**config.mk**
```make
export PLATFORM = sky130hd
export DESIGN_NAME = fcne_ctrl
export DESIGN_NICKNAME = d
export VERILOG_FILES = /design/src/fcne_pkg.sv /design/src/fcne_ctrl.sv
export SDC_FILE = /design/constraint.sdc
export NUM_CORES = 1
export LEC_CHECK = 0
export BUFFER_PORTS_ARGS = -buffer_cell sky130_fd_sc_hd__buf_2
export CAP_MARGIN = 20
export CORE_ASPECT_RATIO = 1.4
export CORE_MARGIN = 2
export CORE_UTILIZATION = 57
export DETAILED_ROUTE_END_ITERATION = 8
export PLACE_DENSITY = 0.84
export SLEW_MARGIN = 20
export SYNTH_ARGS = -nofsm -noshare
export SYNTH_HDL_FRONTEND = slang
export SYNTH_SLANG_ARGS = --single-unit
```
**constraint.sdc**
```tcl
create_clock -name clk -period 3.4 [get_ports clk]
set_input_delay 0.68 -clock clk [delete_from_list [all_inputs] [get_ports clk]]
set_output_delay 0.68 -clock clk [all_outputs]
set_load 0.02 [all_outputs]
```
**src/fcne_pkg.sv**
```systemverilog
// ----------------------------------------------------------------------------
// fcne_pkg: shared constants, codes and types
// Widths, codes and the controller-datapath interface of the equaliser.
// ----------------------------------------------------------------------------
package fcne_pkg;

    // Filter and averaging sizes. DISP_WINDOW must be a power of two.
    localparam int TAP_COUNT     = 32;
    localparam int DISP_WINDOW   = 512;
    localparam int PRIME_SAMPLES = 256;

    localparam int IDX_W   = $clog2(TAP_COUNT);
    localparam int FILL_W  = $clog2(TAP_COUNT + 1);
    localparam int DSH     = $clog2(DISP_WINDOW);
    localparam int DCNT_W  = $clog2(DISP_WINDOW + 1);
    localparam int PRIME_W = $clog2(PRIME_SAMPLES + 1);

    // Accumulator, energy and divider widths.
    localparam int ACC_W = 48 + IDX_W + 1;
    localparam int EN_W  = 46 + IDX_W + 1;
    localparam int NUM_W = 62;
    localparam int QUO_W = 26;
    localparam int SAT_W = 40;

    // Fixed-point constants.
    localparam logic [23:0] ONE_Q18   = 24'd262144;
    localparam logic [23:0] TENTH_Q18 = 24'd26214;
    localparam logic [23:0] LEVEL_ONE = 24'd256;
    localparam logic [23:0] DISP_ONE  = 24'd65536;
    localparam logic [15:0] STEP_RST  = 16'd655;
    localparam int          ERR_LIM   = 1048576;
    localparam int          EPS_Q36   = 68719;

    // Command, mode and register codes.
    localparam logic [1:0] CMD_SAMPLE   = 2'd0;
    localparam logic [1:0] CMD_DECISION = 2'd1;
    localparam logic [1:0] CMD_TAP      = 2'd2;
    localparam logic [1:0] MODE_FROZEN  = 2'd0;
    localparam logic [1:0] MODE_CMA     = 2'd1;
    localparam logic [1:0] MODE_DD      = 2'd2;
    localparam logic       REG_MODE     = 1'b0;
    localparam logic       REG_STEP     = 1'b1;

    // Commands from the controller to the datapath.
    typedef struct packed {
        logic latch;
        logic tap_wr;
        logic dc_upd;
        logic lvl_upd;
        logic xdiv_start;
        logic push;
        logic mac;
        logic y_calc;
        logic y2_calc;
        logic err_calc;
        logic disp_upd;
        logic dec_eval;
        logic en_acc;
        logic mul1;
        logic mul2;
        logic ndiv_start;
        logic tap_upd;
        logic out_load;
    } ctl_t;

    // Status from the datapath to the controller.
    typedef struct packed {
        logic [1:0] cmd;
        logic [1:0] mode;
        logic       held_valid;
        logic       emit;
        logic       gate_ok;
        logic       div_busy;
        logic       idx_last;
        logic       out_busy;
    } sts_t;

    // Saturate a signed value to 24 bits.
    function automatic logic [23:0] sat24(input logic signed [SAT_W-1:0] v);
        logic [23:0] r;
        if (v > $signed(SAT_W'(8388607)))
        begin
            r = 24'h7FFFFF;
        end
        else if (v < -$signed(SAT_W'(8388608)))
        begin
            r = 24'h800000;
        end
        else
        begin
            r = v[23:0];
        end
        return r;
    endfunction

endpackage

```
**src/fcne_ctrl.sv**
```systemverilog
// ----------------------------------------------------------------------------
// fcne_ctrl: equaliser sequencer
// One-hot state machine that steps the datapath through each command.
// ----------------------------------------------------------------------------
module fcne_ctrl
    import fcne_pkg::*;
(
    input  logic clk,
    input  logic rst_n,
    input  logic in_valid,
    output logic in_ready,
    input  sts_t sts,
    output ctl_t ctl
);

    typedef enum logic [18:0] {
        ST_IDLE  = 19'd1,
        ST_DC    = 19'd2,
        ST_LVL   = 19'd4,
        ST_XDIV  = 19'd8,
        ST_XWAIT = 19'd16,
        ST_PUSH  = 19'd32,
        ST_FIR   = 19'd64,
        ST_Y     = 19'd128,
        ST_Y2    = 19'd256,
        ST_ERR   = 19'd512,
        ST_DISP  = 19'd1024,
        ST_DEC   = 19'd2048,
        ST_NRG   = 19'd4096,
        ST_MUL1  = 19'd8192,
        ST_MUL2  = 19'd16384,
        ST_NDIV  = 19'd32768,
        ST_NWAIT = 19'd65536,
        ST_UPD   = 19'd131072,
        ST_OUT   = 19'd262144
    } state_t;

    state_t state_reg, state_next;
    logic   ret_out_reg, ret_out_next;
    logic   fire;

    assign in_ready = state_reg == ST_IDLE;
    assign fire     = in_valid && in_ready;

    // Next state and datapath commands.
    always_comb
    begin
        state_next   = state_reg;
        ret_out_next = ret_out_reg;
        ctl          = '0;
        case (state_reg)
            ST_IDLE:
            begin
                ctl.latch = fire;
                if (fire)
                begin
                    case (sts.cmd)
                        CMD_SAMPLE:
                        begin
                            state_next = ST_DC;
                        end
                        CMD_DECISION:
                        begin
                            if (sts.held_valid && sts.mode == MODE_DD)
                            begin
                                state_next = ST_DEC;
                            end
                        end
                        CMD_TAP:
                        begin
                            ctl.tap_wr = 1'b1;
                        end
                        default:
                        begin
                            state_next = ST_IDLE;
                        end
                    endcase
                end
            end
            ST_DC:
            begin
                ctl.dc_upd = 1'b1;
                state_next = ST_LVL;
            end
            ST_LVL:
            begin
                ctl.lvl_upd = 1'b1;
                state_next  = ST_XDIV;
            end
            ST_XDIV:
            begin
                ctl.xdiv_start = 1'b1;
                state_next     = ST_XWAIT;
            end
            ST_XWAIT:
            begin
                if (!sts.div_busy)
                begin
                    state_next = ST_PUSH;
                end
            end
            ST_PUSH:
            begin
                ctl.push   = 1'b1;
                state_next = ST_FIR;
            end
            ST_FIR:
            begin
                // A symbol is only computed on the output phase.
                if (!sts.emit)
                begin
                    state_next = ST_IDLE;
                end
                else
                begin
                    ctl.mac = 1'b1;
                    if (sts.idx_last)
                    begin
                        state_next = ST_Y;
                    end
                end
            end
            ST_Y:
            begin
                ctl.y_calc = 1'b1;
                state_next = ST_Y2;
            end
            ST_Y2:
            begin
                ctl.y2_calc = 1'b1;
                state_next  = ST_ERR;
            end
            ST_ERR:
            begin
                ctl.err_calc = 1'b1;
                state_next   = ST_DISP;
            end
            ST_DISP:
            begin
                ctl.disp_upd = 1'b1;
                ret_out_next = 1'b1;
                state_next   = (sts.mode == MODE_CMA) ? ST_NRG : ST_OUT;
            end
            ST_DEC:
            begin
                ctl.dec_eval = 1'b1;
                ret_out_next = 1'b0;
                state_next   = sts.gate_ok ? ST_NRG : ST_IDLE;
            end
            ST_NRG:
            begin
                ctl.en_acc = 1'b1;
                if (sts.idx_last)
                begin
                    state_next = ST_MUL1;
                end
            end
            ST_MUL1:
            begin
                ctl.mul1   = 1'b1;
                state_next = ST_MUL2;
            end
            ST_MUL2:
            begin
                ctl.mul2   = 1'b1;
                state_next = ST_NDIV;
            end
            ST_NDIV:
            begin
                ctl.ndiv_start = 1'b1;
                state_next     = ST_NWAIT;
            end
            ST_NWAIT:
            begin
                if (!sts.div_busy)
                begin
                    state_next = ST_UPD;
                end
            end
            ST_UPD:
            begin
                ctl.tap_upd = 1'b1;
                if (!sts.idx_last)
                begin
                    state_next = ST_MUL1;
                end
                else
                begin
                    state_next = ret_out_reg ? ST_OUT : ST_IDLE;
                end
            end
            ST_OUT:
            begin
                // Wait for the result register to free up.
                if (!sts.out_busy)
                begin
                    ctl.out_load = 1'b1;
                    state_next   = ST_IDLE;
                end
            end
            default:
            begin
                state_next = ST_IDLE;
            end
        endcase
    end

    // State register.
    always_ff @(posedge clk or negedge rst_n)
    begin
        if (!rst_n)
        begin
            state_reg   <= ST_IDLE;
            ret_out_reg <= 1'b0;
        end
        else
        begin
            state_reg   <= state_next;
            ret_out_reg <= ret_out_next;
        end
    end

endmodule

```
==> impl.org, run 1 <==
** STA
- In the finished design, the share of the clock period the worst path needs comes to roughly 93%.
- Number of failing hold endpoints at the final stage :: 0
- Across all hold checks on the routed design, the worst slack comes to 305 ps.
- Fin Clk Skew :: 1.52 ps
- Setup total negative slack on the finished layout was measured at 0 ps.
- Fmax :: 317 MHz
- Final Max Slew Viols :: 0
- Setup repair after global routing left no endpoint under its margin.
- Final setup fails :: 0
- For the pin with the worst max-slew slack, the measured transition is approximately 570 ps.
- The worst pin sits at a relative slew slack of 61.8%.
- Time the worst path needs with I/O delays and setup :: 3150 ps

** Global route
- Across every metal layer, demand over resource in global routing totals 25.6%.
- Number of global-route vias before repair :: 1211
- Initial antenna violation count :: 0
- Final global-route overflow total :: 0
- Pin count of the biggest net entering global routing :: 21
- Wire length of the first global-routing pass :: around 5500 um

** Die
- The die is between 40 and 50 um wide.
- Die Span Y :: 62.7 um
- Core box area :: 2360 um2
- For this configuration, the core starts out at a cell density of 59.4%.
- 32 I/O pins were placed.
- The initialized floorplan defines 21 standard-cell rows.
- Area enclosed by the die boundary :: 2880 um2

** Synthesis
- Yosys warning count :: 0
- After synthesis, flip-flops and latches occupy 35.7% of the total area.
- Counting flops and latches in the post-synthesis netlist gives 20.
- In this run, distinct cell masters in the synthesized netlist total between 40 and 50.
- Post-Synthesis Cell Area :: 1410 um2
- A synthesized cell averages 9.62 um2.
- Synthesis produced a netlist with a net count of 159.
- Synthesis produced 146 cells.

** Worst setup path
- Data on the critical path arrives at its endpoint at around 2500 ps.
- CP max stage cell :: sky130_fd_sc_hd__nor4_4
- Of all nets on the critical path, the largest fanout is 6.
- Critical path launch point type :: flip-flop
- Traced cell by cell, the critical path runs through nor4_4 > nand4_2 > or3_4 > nor3b_2 > buf_2.
- STA classifies the critical path endpoint as a primary output.
- The worst setup path is of the flip-flop to primary output kind.
- On the worst path, the slowest cell contributes a delay of 510 ps.
- Worst path top cell family by delay :: simple AND/OR/NAND/NOR gates
- Required time of the critical path :: roughly 2700 ps
- Together, buffers and inverters on the worst path number 1.

** Clock network
- TritonCTS built the clock tree.
- Post-cts sizing count :: 0
- The longest clock path from root to sink contains 2 buffers.
- Clock latency on the worst-skew pair :: 300 ps
- # hold bufs at CTS :: 0
- Htree depth :: 1
- After clock tree synthesis, the setup repair step added 0 buffers.
- Number of buffers inserted during clock tree synthesis :: 3
- Clock-pin slew was measured on the worst setup and hold paths at 110 ps.
- Root buffer cell :: sky130_fd_sc_hd__clkbuf_4
- Sink count of the clock tree :: 20

** Pwr
- Part of the power in registers :: 38.9%
- Design internal power :: approximately 0.43 mW
- Net switching share of the total power :: 38.6%
- Net switching power :: 0.269 mW
- Standby leakage power :: 0.783 nW
- The worst-case IR drop observed on VDD is 0.000260 V.
- Power Density :: about 440 nW/um2
- Proportion of power drawn by combinational gates :: 41.1%
- In this run, the clock network consumes 20.0% of the power.

** Place
- HPWL reported at the end of detailed placement :: 2600 um
- In this run the tool buffered the top-level ports with 31 buffer cells.
- Routability-driven placement finished with a final weighted congestion of 0.819.

** Worst hold path
- Worst hold-check path type :: input pin to async pin

** Routing
- DRC violations left :: 0
- Starting DRC count in detailed routing :: 41
- Post-DR vias/cell :: ~6.5
- The routed design has 3330 um of wire.
- Final ANT Viol Nets :: 0
- Routed wirelength normalized by instance count :: ~17 um
- Number of detailed-routing iterations run before antenna repair :: 4
- Vias after detailed routing :: 1289

** Cells and area
- Relative to the synthesized area, the layout overhead comes to 13.3%.
- Area of the multi-input gates :: 847 um2
- For this run, the post-layout net count is 188.
- Flip-flop and latch area :: 502 um2
- Fraction of layout instances using a drive strength above 1 :: 29.9%
- Fill count :: 200
- 0 antenna diodes ended up in the layout.
- Number of flip-flops under the largest register name :: 19

** Run
- Max-Cap Viols :: 0

** Outcome
- Run status :: complete, no violations
## through the flow
stage / instances / instance area [um2] / setup WS, ps / total power [mW] / util (%)
after floorplan: 146 / 1410 / 754 / 0.487 / -
after CTS: 197 / 1590 / 243 / 0.700 / 67.3
final: 197 / 1590 / 248 / 0.697 / 67.3
after global routing: 197 / 1590 / 110 / 0.744 / 67.3
after detailed placement: 193 / 1560 / 615 / 0.560 / 65.8
after global placement: 193 / 1560 / 740 / 0.550 / 65.8
## metal layers
metal  global-route usage (%)  up-vias  part of all wire [%]
met5                        0        -                     0
met4                     8.21        0                   1.3
met3                     3.47        7                   4.0
met2                     44.1       46                    55
met1                     31.2      619                    40
li1                         -      617                     -
## worst paths after layout
| path | from | to | slack (ps) | depth (start not counted) |
|---|---|---|---|---|
| setup / recovery | state_reg[12] | ctl[13] | 250 | 5 |
| hold / removal | rst_n | state_reg[1] | 310 | 1 |
| setup reg to reg | state_reg[12] | state_reg[17] | 1150 | 5 |
| hold reg to reg | ret_out_reg | ret_out_reg | 570 | 2 |
| max in group asynchronous | rst_n | state_reg[0] | 2760 | 1 |
| min in group clk | sts[8] | state_reg[1] | 560 | 2 |
## worst reg2reg max path, delay by kind of cell (launching register included)
| kind | cells | cell delay [ps] |
|---|---|---|
| DFF | 1 | 470 |
| and+or+nand+nor | 3 | 1050 |
| AOI/OAI and AO/OA | 2 | 650 |
## kinds of logic after synthesis
| family | count (synthesis) | share of synthesized area, % |
|---|---|---|
| compound gates | 23 | 13.2 |
| buf+inv | 13 | 4.01 |
| simple gates | 85 | 44.0 |
| flops | 20 | 35.7 |
| xor+xnor | 5 | 3.12 |
## cells in the mapped netlist, drive strengths merged
cell / count / area, um2
a211o: 1 / 8.76
a211oi: 4 / 30.0
a21o: 2 / 15.0
a21oi: 1 / 5.00
a2bb2oi: 2 / 17.5
a311oi: 1 / 15.0
a32oi: 1 / 8.76
and2: 1 / 6.26
and3: 1 / 6.26
and3b: 1 / 8.76
and4: 1 / 8.76
and4b: 3 / 30.0
buf: 4 / 22.5
clkbuf: 3 / 11.3
dfrtp: 19 / 475
dfstp: 1 / 26.3
inv: 6 / 22.5
nand2: 11 / 41.3
nand2b: 2 / 12.5
nand3: 5 / 25.0
nand4: 5 / 50.1
nand4b: 1 / 8.76
nor2: 15 / 56.3
nor2b: 5 / 31.3
nor3: 5 / 30.0
nor3b: 6 / 55.1
nor4: 7 / 110
nor4b: 8 / 70.1
o211ai: 1 / 7.51
o21ai: 3 / 15.0
o21bai: 1 / 7.51
o22ai: 2 / 12.5
o32ai: 4 / 42.6
or3: 3 / 23.8
or3b: 1 / 8.76
or4: 2 / 15.0
or4b: 2 / 20.0
xnor2: 1 / 8.76
xor2: 4 / 35.0
## cell type report
class	instances	area share, %
Timing Repair Buffer	31	9.75
Inverter	6	1.42
Tap cell	23	1.81
Sequential cell	20	31.5
Clock buffer	4	2.28
Multi-Input combinational cell	113	53.2
## power groups by stage
| stage | sequential, mW | clock [mW] | combinational, mW |
|---|---|---|---|
| 2_1_floorplan | 0.269 | 0 | 0.218 |
| 3_3_place_gp | 0.275 | 0 | 0.275 |
| 3_5_place_dp | 0.276 | 0 | 0.284 |
| 4_1_cts | 0.271 | 0.142 | 0.286 |
| 5_1_grt | 0.274 | 0.157 | 0.313 |
| 6_report | 0.271 | 0.139 | 0.286 |
## layout by cell type, fill, tap and decap left out, types with 5 or more instances in the layout
master	n
sky130_fd_sc_hd__buf_2	31
sky130_fd_sc_hd__dfrtp_1	19
sky130_fd_sc_hd__nor2_1	15
sky130_fd_sc_hd__nand2_1	11
sky130_fd_sc_hd__nor4b_1	8
sky130_fd_sc_hd__inv_1	6
sky130_fd_sc_hd__nor2b_1	5
sky130_fd_sc_hd__nand3_1	5
No activity file was read; power rests on OpenSTA's default activity.
==> run 2, diff against run 1 <==
--- a/config.mk
+++ b/config.mk
@@ -5,7 +5,7 @@
 export SDC_FILE = /design/constraint.sdc
 export NUM_CORES = 1
 export LEC_CHECK = 0
-export BUFFER_PORTS_ARGS = -buffer_cell sky130_fd_sc_hd__buf_2
+export BUFFER_PORTS_ARGS = -buffer_cell sky130_fd_sc_hd__buf_4
 export CAP_MARGIN = 20
 export CORE_ASPECT_RATIO = 1.4
 export CORE_MARGIN = 2
==> impl.org, run 2 (same netlist as run 1, synthesis figures left out) <==
** STA
- Worst hold margin :: 228 ps
- Time the worst path needs with I/O delays and setup :: 3080 ps
- Setup repair after global routing left no endpoint under its margin.
- Fmax :: 324 MHz
- Number of failing hold endpoints at the final stage :: 0
- Final Max Slew Viols :: 0
- Final TNS setup :: 0 ps
- Worst relative slew slack :: 59.7%
- Of the available clock period, the critical path in the final layout requires 90.7%.
- Setup violations remaining at the end of the flow were counted as 0.
- Between clock sinks in the finished design, the worst skew comes to between 4 and 5 ps.
- For the pin with the worst max-slew slack, the measured transition is around 600 ps.

** Die
- The floorplan step set the die width to 46.0 um.
- The initial utilization of the core area, before any placement, comes to just under 60%.
- Die Span Y :: 62.7 um
- Cell Rows :: 21
- Area enclosed by the die boundary :: 2880 um2
- 32 I/O pins were placed.
- Core box area :: 2360 um2

** Global route
- Pin count of the biggest net entering global routing :: 21
- Overall fraction of global-route tracks in use :: about 27%
- The number of antenna violations at the first check in global routing came to 0.
- The first global-routing pass estimated 5810 um of wire.
- Number of global-route vias before repair :: 1260
- Final global-route overflow total :: 0

** Clock network
- After clock tree synthesis, the clock-pin slew on the worst setup and hold paths is 110 ps.
- CTS built an H-tree with a depth of 1.
- The root buffer cell chosen for the clock tree is sky130_fd_sc_hd__clkbuf_4.
- No sink is reached through more buffers than the 2 on the longest clock path.
- TritonCTS clock tree :: built
- The number of setup buffers added after CTS is 0.
- # hold bufs at CTS :: 0
- Number of buffers inserted during clock tree synthesis :: 3
- The tree built by TritonCTS fans out to 20 sinks.
- Clock latency on the worst-skew pair :: 310 ps
- Post-CTS repair changed the size of 0 cells.

** Routing
- The detailed router placed roughly 1300 vias in this run.
- After detailed routing, the average wire length per cell comes to approximately 17 um.
- The first TritonRoute pass finished after 4 iterations.
- For this block, the initial DRC count from the detailed router was 34.
- Dividing the detail-routed via count by the number of cells gives 6.48.
- In the routed design, unresolved DRC markers number 0.
- Drt total wl :: 3410 um
- The count of nets left with antenna violations once routing finished came out at 0.

** Worst setup path
- STA classifies the critical path startpoint as a flip-flop.
- Delay of the slowest cell on the worst path :: about 480 ps
- STA classifies the critical path endpoint as a primary output.
- Required time of the critical path :: 2720 ps
- For this design, the slowest cell found on the critical path is sky130_fd_sc_hd__nor4_4.
- Largest driver fanout on the critical path :: 6
- Crit path kind :: flip-flop to primary output
- STA puts the critical path data arrival time at 2400 ps.
- The worst register-to-register path has a setup slack of 1180 ps.
- Worst-path cell chain :: nor4_4 > nand4_2 > or3_4 > nor3b_2 > buf_4

** Cells and area
- Antenna diodes :: 0
- Commonest cells after routing, fill and taps aside :: sky130_fd_sc_hd__buf_4, sky130_fd_sc_hd__dfrtp_1, sky130_fd_sc_hd__nor2_1
- Fraction of layout instances using a drive strength above 1 :: 29.9%
- Final net count :: 188
- Synth-to-layout area growth :: 19.9%
- Leaving out fill and tap cells, the most frequent cell in the layout is sky130_fd_sc_hd__buf_4.
- Number of flip-flops under the largest register name :: 19
- Non-filler instance count after layout :: ~200

** Place
- Input and output buffers added on the ports amount to 31.
- Total instance count after detailed placement :: 193
- Last weighted congestion value of the routability-driven placer :: 0.826
- After legalization and detailed placement, the total HPWL measured 2750 um.

** Pwr
- Standby leakage power :: 0.799 nW
- Dividing total power by cell area gives a power density of 454 nW/um2.
- Peak VDD IR :: between 0.0002 and 0.0003 V

** Worst hold path
- The min-delay analysis places its worst path in the category input pin to async pin.

** Outcome
- The flow ran to the end, and the final reports show no timing, DRC or antenna violations.

** Run
- Across the run, the number of max-cap violations was 0.
[run 2: final timing paths]
kind	startpoint	cells past startpoint	endpoint
max	state_reg[12]	5	ctl[13]
min	rst_n	1	ret_out_reg
max in group asynchronous	rst_n	1	state_reg[0]
max reg2reg	state_reg[12]	5	state_reg[17]
min reg2reg	ret_out_reg	2	ret_out_reg
min in group clk	sts[8]	2	state_reg[1]
[run 2: power by group]
group | internal [mW] | leakage, nW | total, mW | switching, mW
sequential | 0.252 | 0.276 | 0.271 | 0.0183
clock | 0.119 | 0.0279 | 0.196 | 0.0771
combinational | 0.122 | 0.496 | 0.299 | 0.177
[run 2: worst max-delay path, delay by kind of cell, from the launching register on]
kind	cells	cell delay, ps
simple gates	4	1450
buf+inv	1	180
flops	1	460
[run 2: metal layers]
| metal | share of wire (%) | up-vias | track usage [%] |
|---|---|---|---|
| li1 | - | 615 | - |
| met1 | 36 | 616 | 31.0 |
| met2 | 58 | 40 | 47.9 |
| met3 | 4.2 | 6 | 4.34 |
| met4 | 1.7 | 0 | 10.0 |
| met5 | 0 | - | 0 |
[run 2: through the flow]
| stage | cell area (um2) | utilization, % | power (mW) | setup WS [ps] |
|---|---|---|---|---|
| after floorplan | 1410 | - | 0.487 | 754 |
| after global placement | 1630 | 69.0 | 0.562 | 723 |
| after detailed placement | 1630 | 69.0 | 0.571 | 695 |
| after CTS | 1690 | 71.3 | 0.769 | 331 |
| after global routing | 1690 | 71.3 | 0.820 | 176 |
| final | 1690 | 71.3 | 0.765 | 317 |
[run 2: layout make-up]
type	count	area, um2
fillers	188	679
flip-flops and latches	20	502
inverters	6	22.5
well taps	23	28.8
multi-input cells	113	847
clock buffers	3	22.5
clock inverters	1	30.0
repair buffers	31	233
==> run 3, diff against run 2 <==
--- a/config.mk
+++ b/config.mk
@@ -8,10 +8,10 @@
 export BUFFER_PORTS_ARGS = -buffer_cell sky130_fd_sc_hd__buf_4
 export CAP_MARGIN = 20
 export CORE_ASPECT_RATIO = 1.4
-export CORE_MARGIN = 2
 export CORE_UTILIZATION = 57
 export DETAILED_ROUTE_END_ITERATION = 8
 export PLACE_DENSITY = 0.84
+export RECOVER_POWER = 25
 export SLEW_MARGIN = 20
 export SYNTH_ARGS = -nofsm -noshare
 export SYNTH_HDL_FRONTEND = slang
==> impl.org, run 3 (same netlist as run 1, synthesis figures left out) <==
** Pwr
- After layout, the design draws a total of 0.767 mW.
- Standby leakage power :: just under 0.8 nW
- Peak VDD IR :: 0.000276 V
- Power Density :: around 460 nW/um2

** Clock network
- Gates resized during post-CTS repair numbered 0.
- Root buffer cell :: sky130_fd_sc_hd__clkbuf_4
- TritonCTS clock tree :: built
- # hold bufs at CTS :: 0
- After clock tree synthesis, the clock-pin slew on the worst setup and hold paths is around 120 ps.
- No sink is reached through more buffers than the 2 on the longest clock path.
- Buffers inserted during clock tree synthesis total 3.
- Post-CTS timing repair inserted 0 buffers for setup.
- For the worst-skew pair, the clock arrives at the later sink with an insertion delay of 310 ps.
- Htree depth :: 1
- Counting every sink on the clock net gives 20.

** Die
- The core region is roughly 2300 um2.
- Once the floorplan was initialized, standard cells occupied 62.4% of the core.
- The floorplan step defined a die boundary enclosing approximately 2700 um2.
- 32 I/O pins were placed.
- From left edge to right edge, the die measures 44.0 um.
- Cell Rows :: 20
- Die Span Y :: 60.7 um

** Cells and area
- Fraction of layout instances using a drive strength above 1 :: 29.3%
- The final layout contains approximately 190 nets.
- Leaving out fill and tap cells, the most frequent cell in the layout is sky130_fd_sc_hd__buf_4.
- Synth-to-layout area growth :: 19.6%
- Antenna diodes :: 0
- The register with the most flip-flops in the layout has 19 of them.
- Post-layout instance area :: 1680 um2
- After filler insertion, the fill cell instance count of the layout stands at about 170.
- Commonest cells after routing, fill and taps aside :: sky130_fd_sc_hd__buf_4, sky130_fd_sc_hd__dfrtp_1, sky130_fd_sc_hd__nor2_1
- At the end of the flow the core is filled with cells to between 70% and 80%.

** Worst hold path
- The min-delay analysis places its worst path in the category input pin to async pin.

** Global route
- The first global-routing pass estimated between 5000 and 6000 um of wire.
- Final global-route overflow total :: 0
- Number of global-route vias before repair :: 1219
- Pin count of the biggest net entering global routing :: 21
- Overall fraction of global-route tracks in use :: 27.4%
- Initial antenna violation count :: 0

** STA
- At the pin with the least slew margin, the transition time is between 1000 and 1500 ps.
- The worst pin sits at a relative slew slack of 28.2%.
- After layout, the minimum clock period comes to 3050 ps.
- Fmax :: about 330 MHz
- Fin Clk Skew :: 8.57 ps
- Setup violations remaining at the end of the flow were counted as 0.
- Setup repair after global routing left no endpoint under its margin.
- Summed over all failing endpoints, the final setup total negative slack is 0 ps.
- The hold violation total from the final report is 0.
- Final Max Slew Viols :: 0
- After layout, the worst path uses 89.6% of the clock period.

** Routing
- Starting DRC count in detailed routing :: 68
- Post-DR vias/cell :: ~6.6
- The pre-antenna-repair detailed-routing pass consisted of 6 iterations.
- Dividing the detail-routed wire length by the instance count gives roughly 17 um.
- Final ANT Viol Nets :: 0
- Vias after detailed routing :: 1302
- DRC violations left :: 0
- Drt total wl :: 3350 um

** Worst setup path
- STA classifies the critical path startpoint as a flip-flop.
- Required time of the critical path :: 2720 ps
- Worst Path Arrival :: 2370 ps
- The worst setup path is captured at a primary output.
- Reg2reg path depth :: 5
- Largest driver fanout on the critical path :: 6
- The worst setup path is of the flip-flop to primary output kind.

** Run
- Max-Cap Viols :: 0

** Place
- At the end of routability-driven placement, the weighted congestion stood at about 0.84.
- Number of buffers added on ports :: 31
- The wire-length estimate of the detail-placed layout is roughly 2600 um.
- The placed instances occupy a cell area of 1630 um2.

** Outcome
- The flow ran to the end, and the final reports show no timing, DRC or antenna violations.
==> run 3: cell types whose count changed in the layout (fill, tap and decap cells not counted) <==
cell                       change
sky130_fd_sc_hd__buf_4         -1
sky130_fd_sc_hd__clkbuf_1      +1
==> run 3: cell type report <==
| class | count | area, um2 | area share [%] |
|---|---|---|---|
| Inverter | 6 | 22.5 | 1.34 |
| Sequential cell | 20 | 502 | 29.9 |
| Clock buffer | 3 | 22.5 | 1.34 |
| Multi-Input combinational cell | 113 | 847 | 50.4 |
| Timing Repair Buffer | 31 | 229 | 13.6 |
| Clock inverter | 1 | 30.0 | 1.79 |
| Tap cell | 22 | 27.5 | 1.64 |
==> run 3: worst max-delay path: stages, from the launching register on <==
cell                      delay [ps]
sky130_fd_sc_hd__dfrtp_1         480
sky130_fd_sc_hd__nor4_4          460
sky130_fd_sc_hd__nand4_2         270
sky130_fd_sc_hd__or3_4           410
sky130_fd_sc_hd__nor3b_2         260
sky130_fd_sc_hd__buf_4           180
==> run 3: final timing paths <==
check                              start            end  slack (ps)
setup / recovery           state_reg[12]        ctl[13]         350
hold / removal                     rst_n   state_reg[1]         530
setup reg to reg           state_reg[12]  state_reg[17]        1210
hold reg to reg              ret_out_reg    ret_out_reg         570
max in group asynchronous          rst_n  state_reg[18]        2220
min in group clk                  sts[8]   state_reg[1]         540
==> run 3: report_power, final <==
group / total (mW) / internal, mW / switching, mW
clock network: 0.197 / 0.119 / 0.0776
registers: 0.271 / 0.252 / 0.0187
logic: 0.299 / 0.121 / 0.178
==> run 3: layer usage <==
metal	track usage (%)	share of wire, %	vias to the layer above
li1	-	-	613
met1	32.2	39	620
met2	49.0	53	56
met3	3.27	5.5	13
met4	13.4	2.5	0
met5	0	0	-
==> run 3: through the flow <==
stage / setup slack [ps] / cells / hold slack [ps]
after floorplan: 754 / 146 / 384
final: 353 / 196 / 533
after global placement: 759 / 192 / 519
after CTS: 361 / 196 / 234
after global routing: 208 / 196 / 549
after detailed placement: 714 / 192 / 535
